File: src/eight_channel_dma_engine_core_assert.svh
// Assertion macros for the DMA engine core.
// ECDMA_ASSERT checks a property on every clock while reset is released.
// ECDMA_ASSERT_NEXT checks that a condition holds in the clock after a trigger.
`ifndef EIGHT_CHANNEL_DMA_ENGINE_CORE_ASSERT_SVH
`define EIGHT_CHANNEL_DMA_ENGINE_CORE_ASSERT_SVH

`ifndef SYNTHESIS

`define ECDMA_ASSERT(lbl, prop, msg) \
    lbl: assert property (@(posedge i_clk) disable iff (!i_rst_n) prop) \
        else $error(msg);

`define ECDMA_ASSERT_NEXT(lbl, trig, cons, msg) \
    lbl: assert property (@(posedge i_clk) disable iff (!i_rst_n) (trig) |=> (cons)) \
        else $error(msg);

`else

`define ECDMA_ASSERT(lbl, prop, msg)

`define ECDMA_ASSERT_NEXT(lbl, trig, cons, msg)

`endif

`endif

File: src/ecdma_pkg.sv
`default_nettype none

package ecdma_pkg;

    // Default number of implemented channels.
    localparam int ECDMA_CHANNELS = 8;

    // Commands carried by an input item.
    typedef enum logic [1:0] {
        CMD_WRITE = 2'd0,
        CMD_READ  = 2'd1,
        CMD_START = 2'd2,
        CMD_STEP  = 2'd3
    } t_cmd;

    // Sequencer states.
    typedef enum logic {
        ST_IDLE = 1'b0,
        ST_EXEC = 1'b1
    } t_state;

    // Register byte offsets within a channel.
    localparam logic [3:0] OFF_PARAM      = 4'd0;
    localparam logic [3:0] OFF_B_ADDR     = 4'd1;
    localparam logic [3:0] OFF_A_ADDR_LO  = 4'd2;
    localparam logic [3:0] OFF_A_ADDR_HI  = 4'd3;
    localparam logic [3:0] OFF_BANK       = 4'd4;
    localparam logic [3:0] OFF_COUNT_LO   = 4'd5;
    localparam logic [3:0] OFF_COUNT_HI   = 4'd6;
    localparam logic [3:0] OFF_IND_BANK   = 4'd7;
    localparam logic [3:0] OFF_TABLE_LO   = 4'd8;
    localparam logic [3:0] OFF_TABLE_HI   = 4'd9;
    localparam logic [3:0] OFF_LINE_CNT   = 4'd10;
    localparam logic [3:0] OFF_SPARE      = 4'd11;

    // Transfer modes (param bits 2:0).
    localparam logic [2:0] MODE_SINGLE     = 3'd0;
    localparam logic [2:0] MODE_PAIR       = 3'd1;
    localparam logic [2:0] MODE_TWICE      = 3'd2;
    localparam logic [2:0] MODE_PAIR_TWICE = 3'd3;
    localparam logic [2:0] MODE_QUAD       = 3'd4;

    // A address step selections (param bits 4:3).
    localparam logic [1:0] STEP_INC = 2'd0;
    localparam logic [1:0] STEP_DEC = 2'd2;

    // A write of the B address byte forces this high part.
    localparam logic [15:0] B_ADDR_BASE = 16'h2100;

    // A zero byte count stands for a full 64K transfer.
    localparam logic [16:0] FULL_COUNT = 17'h10000;

    // One channel's register file, stored as one memory row.
    typedef struct packed {
        logic [7:0]  spare;
        logic [7:0]  line_counter;
        logic [15:0] table_address;
        logic [7:0]  indirect_bank;
        logic [15:0] byte_count;
        logic [7:0]  bank;
        logic [15:0] a_address;
        logic [15:0] b_address;
        logic [7:0]  param;
    } t_chan_row;

endpackage

`default_nettype wire

File: src/ecdma_ram.sv
`default_nettype none

module ecdma_ram #(
    parameter int WIDTH = 8,
    parameter int DEPTH = 8
) (
    input  wire logic                                    i_clk,
    input  wire logic                                    i_wr_en,
    input  wire logic [((DEPTH > 1) ? $clog2(DEPTH) : 1)-1:0] i_wr_addr,
    input  wire logic [WIDTH-1:0]                        i_wr_data,
    input  wire logic                                    i_rd_en,
    input  wire logic [((DEPTH > 1) ? $clog2(DEPTH) : 1)-1:0] i_rd_addr,
    output logic      [WIDTH-1:0]                        o_rd_data
);

    logic [WIDTH-1:0] r_mem [DEPTH];

    always_ff @(posedge i_clk) begin
        if (i_wr_en) begin
            r_mem[i_wr_addr] <= i_wr_data;
        end
        if (i_rd_en) begin
            o_rd_data <= r_mem[i_rd_addr];
        end
    end

endmodule

`default_nettype wire

File: src/eight_channel_dma_engine_core.sv
// Eight-channel DMA engine core.
// Input channel (i_in_valid / o_in_stall) carries one command item: a register
// write, a register read, a channel start or a step that yields one byte move.
// Output channel (o_out_valid / i_out_stall) returns exactly one result item
// per command: the read byte, or the A/B bus addresses, direction and last flag
// of a byte move. Fields that a command does not produce are zero.
// The channel row of a command is read from the register memory at the edge
// that accepts it, and the result is registered once the output register is
// free. No new item is taken until the current one has executed; the
// read-modify-write of the channel memory row sets that.
// While the receiver stalls, the finished result holds on the output and one
// more command may be accepted; its write-back and result wait until the output
// register frees up, and the input stalls meanwhile.
// Reset clears the engine state and marks every channel row as unwritten, so
// all register bytes read as all ones until written. No clearing pass is run:
// the block accepts items as soon as reset is released.
`default_nettype none

`include "eight_channel_dma_engine_core_assert.svh"

module eight_channel_dma_engine_core #(
    parameter int CHANNELS = ecdma_pkg::ECDMA_CHANNELS
) (
    input  wire logic        i_clk,
    input  wire logic        i_rst_n,
    input  wire logic        i_in_valid,
    output logic             o_in_stall,
    input  wire logic [1:0]  i_command,
    input  wire logic [6:0]  i_reg_address,
    input  wire logic [7:0]  i_write_data,
    input  wire logic [2:0]  i_channel,
    output logic             o_out_valid,
    input  wire logic        i_out_stall,
    output logic      [7:0]  o_read_data,
    output logic             o_move_valid,
    output logic      [23:0] o_a_bus_address,
    output logic      [15:0] o_b_bus_address,
    output logic             o_b_to_a,
    output logic             o_last_move
);

    import ecdma_pkg::*;

    localparam int         CH_W     = (CHANNELS > 1) ? $clog2(CHANNELS) : 1;
    localparam int         ROW_W    = $bits(t_chan_row);
    localparam logic [3:0] CH_LIMIT = 4'(CHANNELS);

    // Sequencer and handshake.
    t_state r_state, n_state;
    logic   w_in_accept;
    logic   w_out_free;
    logic   w_exec_fire;
    logic   w_rd_en;
    logic   w_ram_wr_en;

    // Latched command item.
    t_cmd       r_cmd;
    logic [6:0] r_reg_address;
    logic [7:0] r_write_data;
    logic [2:0] r_channel;
    logic [CH_W-1:0] r_row_addr;

    // Engine state kept in flip-flops.
    logic        r_engine_active, n_engine_active;
    logic [2:0]  r_active_channel, n_active_channel;
    logic [16:0] r_remaining, n_remaining;
    logic [1:0]  r_unit_position, n_unit_position;

    // Rows that have been written since reset; others read as all ones.
    logic [CHANNELS-1:0] r_row_valid;

    // Memory row path.
    logic [ROW_W-1:0] w_rd_data;
    t_chan_row        w_row;
    t_chan_row        n_row;
    logic             w_wr_req;
    logic [CH_W-1:0]  w_rd_addr;

    // Result being built and the output register.
    logic        r_out_valid;
    logic [7:0]  r_read_data,  n_read_data;
    logic        r_move_valid, n_move_valid;
    logic [23:0] r_a_bus,      n_a_bus;
    logic [15:0] r_b_bus,      n_b_bus;
    logic        r_b_to_a,     n_b_to_a;
    logic        r_last_move,  n_last_move;

    // Decode helpers.
    logic [2:0] w_reg_ch;
    logic [3:0] w_reg_off;
    logic       w_reg_ch_ok;
    logic       w_start_ch_ok;
    logic       w_active_ch_ok;
    logic [2:0] w_mode;
    logic [1:0] w_b_offset;
    logic [1:0] w_step_sel;

    assign w_in_accept = i_in_valid && !o_in_stall;
    assign w_out_free  = !r_out_valid || !i_out_stall;

    // Row address of the command: register channel, start channel or the
    // channel the engine is working on.
    always_comb begin
        unique case (t_cmd'(i_command))
            CMD_WRITE, CMD_READ: w_rd_addr = i_reg_address[4 +: CH_W];
            CMD_START:           w_rd_addr = i_channel[CH_W-1:0];
            CMD_STEP:            w_rd_addr = r_active_channel[CH_W-1:0];
            default:             w_rd_addr = i_channel[CH_W-1:0];
        endcase
    end

    // Next state.
    always_comb begin
        n_state = r_state;
        unique case (r_state)
            ST_IDLE: begin
                if (w_in_accept) begin
                    n_state = ST_EXEC;
                end
            end
            ST_EXEC: begin
                if (w_out_free) begin
                    n_state = ST_IDLE;
                end
            end
            default: n_state = ST_IDLE;
        endcase
    end

    // State outputs.
    always_comb begin
        o_in_stall  = 1'b1;
        w_rd_en     = 1'b0;
        w_exec_fire = 1'b0;
        unique case (r_state)
            ST_IDLE: begin
                o_in_stall = 1'b0;
                w_rd_en    = w_in_accept;
            end
            ST_EXEC: begin
                w_exec_fire = w_out_free;
            end
            default: o_in_stall = 1'b1;
        endcase
    end

    ecdma_ram #(
        .WIDTH (ROW_W),
        .DEPTH (CHANNELS)
    ) u_row_ram (
        .i_clk     (i_clk),
        .i_wr_en   (w_ram_wr_en),
        .i_wr_addr (r_row_addr),
        .i_wr_data (n_row),
        .i_rd_en   (w_rd_en),
        .i_rd_addr (w_rd_addr),
        .o_rd_data (w_rd_data)
    );

    assign w_ram_wr_en = w_exec_fire && w_wr_req;

    // A row never written since reset holds the reset value of all ones.
    assign w_row = r_row_valid[r_row_addr] ? t_chan_row'(w_rd_data) : t_chan_row'('1);

    assign w_reg_ch       = r_reg_address[6:4];
    assign w_reg_off      = r_reg_address[3:0];
    assign w_reg_ch_ok    = {1'b0, w_reg_ch} < CH_LIMIT;
    assign w_start_ch_ok  = {1'b0, r_channel} < CH_LIMIT;
    assign w_active_ch_ok = {1'b0, r_active_channel} < CH_LIMIT;
    assign w_mode         = w_row.param[2:0];
    assign w_step_sel     = w_row.param[4:3];

    // B offset pattern of the transfer mode.
    always_comb begin
        case (w_mode)
            MODE_PAIR:       w_b_offset = {1'b0, r_unit_position[0]};
            MODE_PAIR_TWICE: w_b_offset = {1'b0, r_unit_position[1]};
            MODE_QUAD:       w_b_offset = r_unit_position;
            default:         w_b_offset = 2'd0;
        endcase
    end

    // Command execution on the row read when the command was accepted.
    always_comb begin
        n_row            = w_row;
        w_wr_req         = 1'b0;
        n_engine_active  = r_engine_active;
        n_active_channel = r_active_channel;
        n_remaining      = r_remaining;
        n_unit_position  = r_unit_position;
        n_read_data      = 8'd0;
        n_move_valid     = 1'b0;
        n_a_bus          = 24'd0;
        n_b_bus          = 16'd0;
        n_b_to_a         = 1'b0;
        n_last_move      = 1'b0;

        case (r_cmd)
            CMD_WRITE: begin
                if (w_reg_ch_ok) begin
                    w_wr_req = 1'b1;
                    unique case (w_reg_off)
                        OFF_PARAM:     n_row.param               = r_write_data;
                        OFF_B_ADDR:    n_row.b_address           = B_ADDR_BASE
                                                                 | {8'd0, r_write_data};
                        OFF_A_ADDR_LO: n_row.a_address[7:0]      = r_write_data;
                        OFF_A_ADDR_HI: n_row.a_address[15:8]     = r_write_data;
                        OFF_BANK:      n_row.bank                = r_write_data;
                        OFF_COUNT_LO:  n_row.byte_count[7:0]     = r_write_data;
                        OFF_COUNT_HI:  n_row.byte_count[15:8]    = r_write_data;
                        OFF_IND_BANK:  n_row.indirect_bank       = r_write_data;
                        OFF_TABLE_LO:  n_row.table_address[7:0]  = r_write_data;
                        OFF_TABLE_HI:  n_row.table_address[15:8] = r_write_data;
                        OFF_LINE_CNT:  n_row.line_counter        = r_write_data;
                        OFF_SPARE:     n_row.spare               = r_write_data;
                        default:       w_wr_req                  = 1'b0;
                    endcase
                end
            end
            CMD_READ: begin
                if (w_reg_ch_ok) begin
                    unique case (w_reg_off)
                        OFF_PARAM:     n_read_data = w_row.param;
                        OFF_B_ADDR:    n_read_data = w_row.b_address[7:0];
                        OFF_A_ADDR_LO: n_read_data = w_row.a_address[7:0];
                        OFF_A_ADDR_HI: n_read_data = w_row.a_address[15:8];
                        OFF_BANK:      n_read_data = w_row.bank;
                        OFF_COUNT_LO:  n_read_data = w_row.byte_count[7:0];
                        OFF_COUNT_HI:  n_read_data = w_row.byte_count[15:8];
                        OFF_IND_BANK:  n_read_data = w_row.indirect_bank;
                        OFF_TABLE_LO:  n_read_data = w_row.table_address[7:0];
                        OFF_TABLE_HI:  n_read_data = w_row.table_address[15:8];
                        OFF_LINE_CNT:  n_read_data = w_row.line_counter;
                        OFF_SPARE:     n_read_data = w_row.spare;
                        default:       n_read_data = 8'd0;
                    endcase
                end
            end
            CMD_START: begin
                if (w_start_ch_ok && (w_mode <= MODE_QUAD)) begin
                    n_engine_active  = 1'b1;
                    n_active_channel = r_channel;
                    n_remaining      = (w_row.byte_count == 16'd0)
                                     ? FULL_COUNT : {1'b0, w_row.byte_count};
                    n_unit_position  = 2'd0;
                end
            end
            CMD_STEP: begin
                if (r_engine_active) begin
                    if (!w_active_ch_ok || (w_mode > MODE_QUAD)) begin
                        n_engine_active = 1'b0;
                    end else begin
                        w_wr_req     = 1'b1;
                        n_move_valid = 1'b1;
                        n_a_bus      = {w_row.bank, w_row.a_address};
                        n_b_bus      = w_row.b_address + {14'd0, w_b_offset};
                        n_b_to_a     = w_row.param[7];
                        if (w_step_sel == STEP_INC) begin
                            n_row.a_address = w_row.a_address + 16'd1;
                        end else if (w_step_sel == STEP_DEC) begin
                            n_row.a_address = w_row.a_address - 16'd1;
                        end
                        n_unit_position  = r_unit_position + 2'd1;
                        n_remaining      = r_remaining - 17'd1;
                        n_row.byte_count = n_remaining[15:0];
                        if (n_remaining == 17'd0) begin
                            n_last_move     = 1'b1;
                            n_engine_active = 1'b0;
                        end
                    end
                end
            end
            default: n_read_data = 8'd0;
        endcase
    end

    // Control registers.
    always_ff @(posedge i_clk) begin
        if (!i_rst_n) begin
            r_state          <= ST_IDLE;
            r_engine_active  <= 1'b0;
            r_active_channel <= 3'd0;
            r_remaining      <= 17'd0;
            r_unit_position  <= 2'd0;
            r_row_valid      <= '0;
            r_out_valid      <= 1'b0;
        end else begin
            r_state <= n_state;
            if (w_exec_fire) begin
                r_engine_active  <= n_engine_active;
                r_active_channel <= n_active_channel;
                r_remaining      <= n_remaining;
                r_unit_position  <= n_unit_position;
            end
            if (w_ram_wr_en) begin
                r_row_valid[r_row_addr] <= 1'b1;
            end
            if (w_exec_fire) begin
                r_out_valid <= 1'b1;
            end else if (!i_out_stall) begin
                r_out_valid <= 1'b0;
            end
        end
    end

    // Payload registers.
    always_ff @(posedge i_clk) begin
        if (w_in_accept) begin
            r_cmd         <= t_cmd'(i_command);
            r_reg_address <= i_reg_address;
            r_write_data  <= i_write_data;
            r_channel     <= i_channel;
            r_row_addr    <= w_rd_addr;
        end
        if (w_exec_fire) begin
            r_read_data  <= n_read_data;
            r_move_valid <= n_move_valid;
            r_a_bus      <= n_a_bus;
            r_b_bus      <= n_b_bus;
            r_b_to_a     <= n_b_to_a;
            r_last_move  <= n_last_move;
        end
    end

    assign o_out_valid     = r_out_valid;
    assign o_read_data     = r_read_data;
    assign o_move_valid    = r_move_valid;
    assign o_a_bus_address = r_a_bus;
    assign o_b_bus_address = r_b_bus;
    assign o_b_to_a        = r_b_to_a;
    assign o_last_move     = r_last_move;

    `ECDMA_ASSERT_NEXT(a_wr_ends_item, w_ram_wr_en, r_state == ST_IDLE, "row write did not end item")
    `ECDMA_ASSERT(a_move_no_read, (o_out_valid && o_move_valid) |-> (o_read_data == 8'd0), "move with read data")
    `ECDMA_ASSERT_NEXT(a_last_idles, w_exec_fire && n_last_move, !r_engine_active, "engine still active after last move")
    `ECDMA_ASSERT(a_active_count, r_engine_active |-> (r_remaining != 17'd0), "active engine with empty count")

endmodule

`default_nettype wire
File: config.mk
export PLATFORM = sky130hd
export DESIGN_NAME = eight_channel_dma_engine_core
export DESIGN_NICKNAME = d
export VERILOG_FILES = /design/src/ecdma_pkg.sv /design/src/ecdma_ram.sv /design/src/eight_channel_dma_engine_core.sv
export VERILOG_INCLUDE_DIRS = /design/src /design/src/src
export SDC_FILE = /design/constraint.sdc
export NUM_CORES = 2
export LEC_CHECK = 0
export BUFFER_PORTS_ARGS = -buffer_cell sky130_fd_sc_hd__buf_2
export CAP_MARGIN = 20
export CORE_MARGIN = 4
export CORE_UTILIZATION = 55
export CTS_BUF_LIST = sky130_fd_sc_hd__clkbuf_8 sky130_fd_sc_hd__clkbuf_16
export CTS_CLUSTER_SIZE = 16
export DETAILED_ROUTE_END_ITERATION = 10
export PLACE_DENSITY = 0.71
export SKIP_LAST_GASP = 1
export SYNTH_ARGS = -nofsm -noshare
export SYNTH_HDL_FRONTEND = slang
export SYNTH_HIERARCHICAL = 1
export SYNTH_SLANG_ARGS = --single-unit
File: constraint.sdc
create_clock -name i_clk -period 18.05 [get_ports i_clk]
set_input_delay 0.9025 -clock i_clk [delete_from_list [all_inputs] [get_ports i_clk]]
set_output_delay 0.9025 -clock i_clk [all_outputs]
set_load 0.01 [all_outputs]
==> impl_metrics.py <==
metrics = {
    "job": {
        "cap_violations": 0,
    },
    "worst_setup_path": {
        "crit_type": "reg -> reg",
        "r2r-end": "u_row_ram/r_mem[5][23]$_DFFE_PP_",
        "crit_required_ns": 18.32,
        "cpMostUsedCell": "buf_4",
        "worst_setup_path_start_kind": "flop",
        "cpPeakStageDelay_ns": 0.93,
        "rr_worst_depth": 9,
        "end_kind": "flop",
        "crit_fanout": 66,
        "r2r-start": "r_row_addr[0]$_DFFE_PP_",
        "cp.arrival_ns": 5.66,
        "r2r_setup_slack_ns": 12.66,
        "crit_path_cell_trace": "mux4_2 -> a222oi_1 -> buf_4 -> or3_1 -> a21boi_2 -> nand2_1 -> nor2_4 -> buf_4 -> buf_4",
        "slowest_stage": "buf_4",
    },
    "timing": {
        "slew_viol_final": 0,
        "fin_crit_ns": 5.39,
        "fin_crit_sh_pct": 29.9,
        "finalWorstSetupSlack_ns": 12.66,
        "setup_violations": 0,
        "grt_setup_unrepaired": "false",
        "fmax_mhz": 185,
        "tightest_slew_ns": 1.17,
        "skew_ns": 0.0318,
        "max_slew_margin_pct": 21.7,
        "fin_tns_setup_ns": 0,
        "hold_viol": 0,
    },
    "grt": {
        "grt_max_degree": 147,
        "grt_pass1_vias": 24104,
        "grt_first_pass_wirelength_um": 160000,
        "gr-total-overflow": 0,
        "grt_use_total_pct": 26.1,
        "antenna_found_initial": 1,
    },
    "synth": {
        "yosysSeqAreaShare_pct": 71.2,
        "syn_area_um2": 43400,
        "yosys-top-cells-area": "edfxtp_1 70%, mux4_2 11%, mux2_4 2.9%",
        "yosys.area_share.simple_pct": 5.48,
        "avgSynthCellArea_um2": 17.7,
        "yosys_warnings": 6,
        "synth_top_area_cell": "edfxtp_1",
        "synthXorXnorAreaFrac_pct": 0.464,
        "synth_top_family_by_area": "multiplexers",
        "syn_inst": 2454,
        "synth_common_cells": "1,007 x edfxtp_1, 250 x nor2_1, 210 x mux4_2",
        "synth_mux_area_share_pct": 15.0,
        "syn_nets": 2489,
        "synth_most_common_cell": "edfxtp_1",
        "synth_cell_types": 85,
        "ys_seq_elements": 1040,
        "synth_flop_cell": "edfxtp_1",
        "synth_top_area_share_pct": 69.7,
        "synthAdderAreaFrac_pct": 0.335,
        "synth-compound-area-share_pct": 5.22,
        "synth-edff-count": 1007,
        "ys_async_sr_fraction_pct": 0,
    },
    "clock_network": {
        "postCtsSetupRepairBufs": 0,
        "cts_root_buffer": "clkbuf_16",
        "clkTransAtPathRegs_ns": 0.06,
        "clock_path_buffers": 3,
        "numCtsBuffers": 105,
        "clkLatencyLatePin_ns": 0.67,
        "clock-sinks": 1040,
        "cts_tree": "yes",
        "ctsHtreeMaxLevel": 3,
        "cts_hold_buf": 0,
        "cts-resized-gates": 0,
    },
    "routing": {
        "drcViolationCount": 0,
        "routed_wl_um": 108000,
        "vias": 24105,
        "drt_iter0_drc": 2974,
        "wire_per_inst_um": 29.4,
        "ant_nets": 0,
        "drtPass1Iterations": 6,
        "viasPerCell": 6.56,
    },
    "final_layout": {
        "stdcell_area_um2": 48200,
        "area_growth_pct": 11.1,
        "antennaDiodeCount": 0,
        "fin_nets": 2580,
        "nFillCells": 5544,
        "drive_above_1_share_pct": 24.7,
        "final_core_util_pct": 61.9,
    },
    "worst_hold_path": {
        "min_path_type": "in -> reg",
        "holdCritStartpoint": "i_reg_address[0]",
        "hold_depth": 1,
        "min_to": "r_reg_address[0]$_DFFE_PP_",
    },
    "placement": {
        "hpwl_um": 61600,
        "pre_cts_ws_ns": 12.70,
        "place_congestion": 0.908,
        "buffer_ports.inserted": 76,
        "place_area_um2": 44700,
    },
    "power": {
        "cellLeakagePower_nw": 13.5,
        "vdd_drop_max_mv": 0.0715,
        "pwr_density_cell_nw_per_um2": 106,
    },
    "status": {
        "status": "finished clean",
    },
    "die": {
        "die_x_um": 289,
        "die_area_um2": 83400,
        "start_util_pct": 55.7,
        "io_pins": 77,
        "design.core.area_um2": 77800,
        "die_h_um": 289,
        "num_rows": 102,
    },
}
-- routing by layer --
metal  vias to the layer above  GRT usage (%)  wire length (um)
li1                      10041              -                 -
met1                     12500           38.4             43200
met2                      1350           40.6             50700
met3                       214           4.52             10700
met4                         0           8.36              3360
met5                         -              0                 0
-- cells in the final DEF, fill, tap and decap left out, drive strengths merged, types with 6 or more instances in the layout --
master / instances
a21oi: 111
o32ai: 7
and2: 6
clkinvlp: 7
a22oi: 14
o22ai: 11
a211o: 6
o21ai: 97
nand4b: 9
and3: 12
o211ai: 8
bufinv: 13
mux4: 210
nand3b: 11
nor3: 20
or2: 7
dfxtp: 33
nand2b: 11
a21boi: 8
inv: 45
nand3: 38
edfxtp: 1007
nor2: 251
nand4: 12
clkbuf: 106
mux2: 114
nor4: 16
o221ai: 12
buf: 132
xnor2: 10
a32oi: 7
nor2b: 17
mux2i: 16
ha: 10
or3: 6
nand2: 87
xor2: 13
a31oi: 19
clkinv: 49
-- area by class of cell --
cell class | count | area [um2] | area share, %
timing repair buffer | 132 | 856 | 1.78
inverter | 24 | 90.1 | 0.187
tap | 1040 | 1300 | 2.70
clock inverter | 90 | 841 | 1.74
multi-input combinational | 1242 | 11600 | 24.0
clock buffer | 106 | 2640 | 5.48
sequential | 1040 | 30900 | 64.1
-- cell families after synthesis --
logic type / after synthesis
AO/OA/AOI/OAI: 354
XOR/XNOR: 23
multiplexers: 340
AND/OR/NAND/NOR: 514
flip-flops: 1040
adder cells (fa/ha/maj): 11
buffers and inverters: 172
-- per-stage QoR --
stage	hold WS, ns	power [W]	cells
finish	0.405	0.00513	3674
global route	0.382	0.00530	3674
CTS	0.366	0.00516	3673
detailed placement	0.453	0.00302	3477
global placement	0.431	0.00301	3475
floorplan	0.420	0.00293	2454
-- critical path, delay by kind of cell, from the launching register on --
family / cells / cell delay [ns]
AOI/OAI and AO/OA: 2 / 0.44
buffers and inverters: 3 / 2.00
DFF: 1 / 0.56
muxes: 1 / 0.44
and+or+nand+nor: 3 / 1.48
-- worst max-delay path by stage --
stage                            start                                 to  slack (ns)  cells after the start
2_1_floorplan              i_out_stall    u_row_ram/r_mem[0][0]$_DFFE_PP_        4.74                      4
3_3_place_gp              i_command[0]   u_row_ram/o_rd_data[1]$_DFFE_PP_       12.76                      8
3_5_place_dp              i_command[0]  u_row_ram/o_rd_data[17]$_DFFE_PP_       12.70                      8
4_1_cts        r_row_addr[0]$_DFFE_PP_   u_row_ram/r_mem[5][39]$_DFFE_PP_       12.73                      9
5_1_grt        r_row_addr[0]$_DFFE_PP_    u_row_ram/r_mem[5][9]$_DFFE_PP_       12.49                      9
6_report       r_row_addr[0]$_DFFE_PP_   u_row_ram/r_mem[5][23]$_DFFE_PP_       12.66                      9
-- report_power, final --
part	internal (W)	switching [W]	leakage [nW]	total, W
sequential	0.00267	0.0000271	7.45	0.00269
clock	0.00125	0.000904	1.75	0.00216
combinational	0.000105	0.000175	4.29	0.000279
total	0.00403	0.00111	13.5	0.00513
-- state kept, by name (all words and copies together), names as in the netlist, 2 cells and up --
signal / cells
u_row_ram/r_mem: 832
u_row_ram/o_rd_data: 104
o_a_bus_address: 24
r_remaining: 17
o_b_bus_address: 16
o_read_data: 8
r_row_valid: 8
r_write_data: 8
r_reg_address: 4
r_active_channel: 3
r_channel: 3
r_row_addr: 3
r_cmd: 2
r_unit_position: 2
Note: power is estimated with default switching activity, not from simulation.
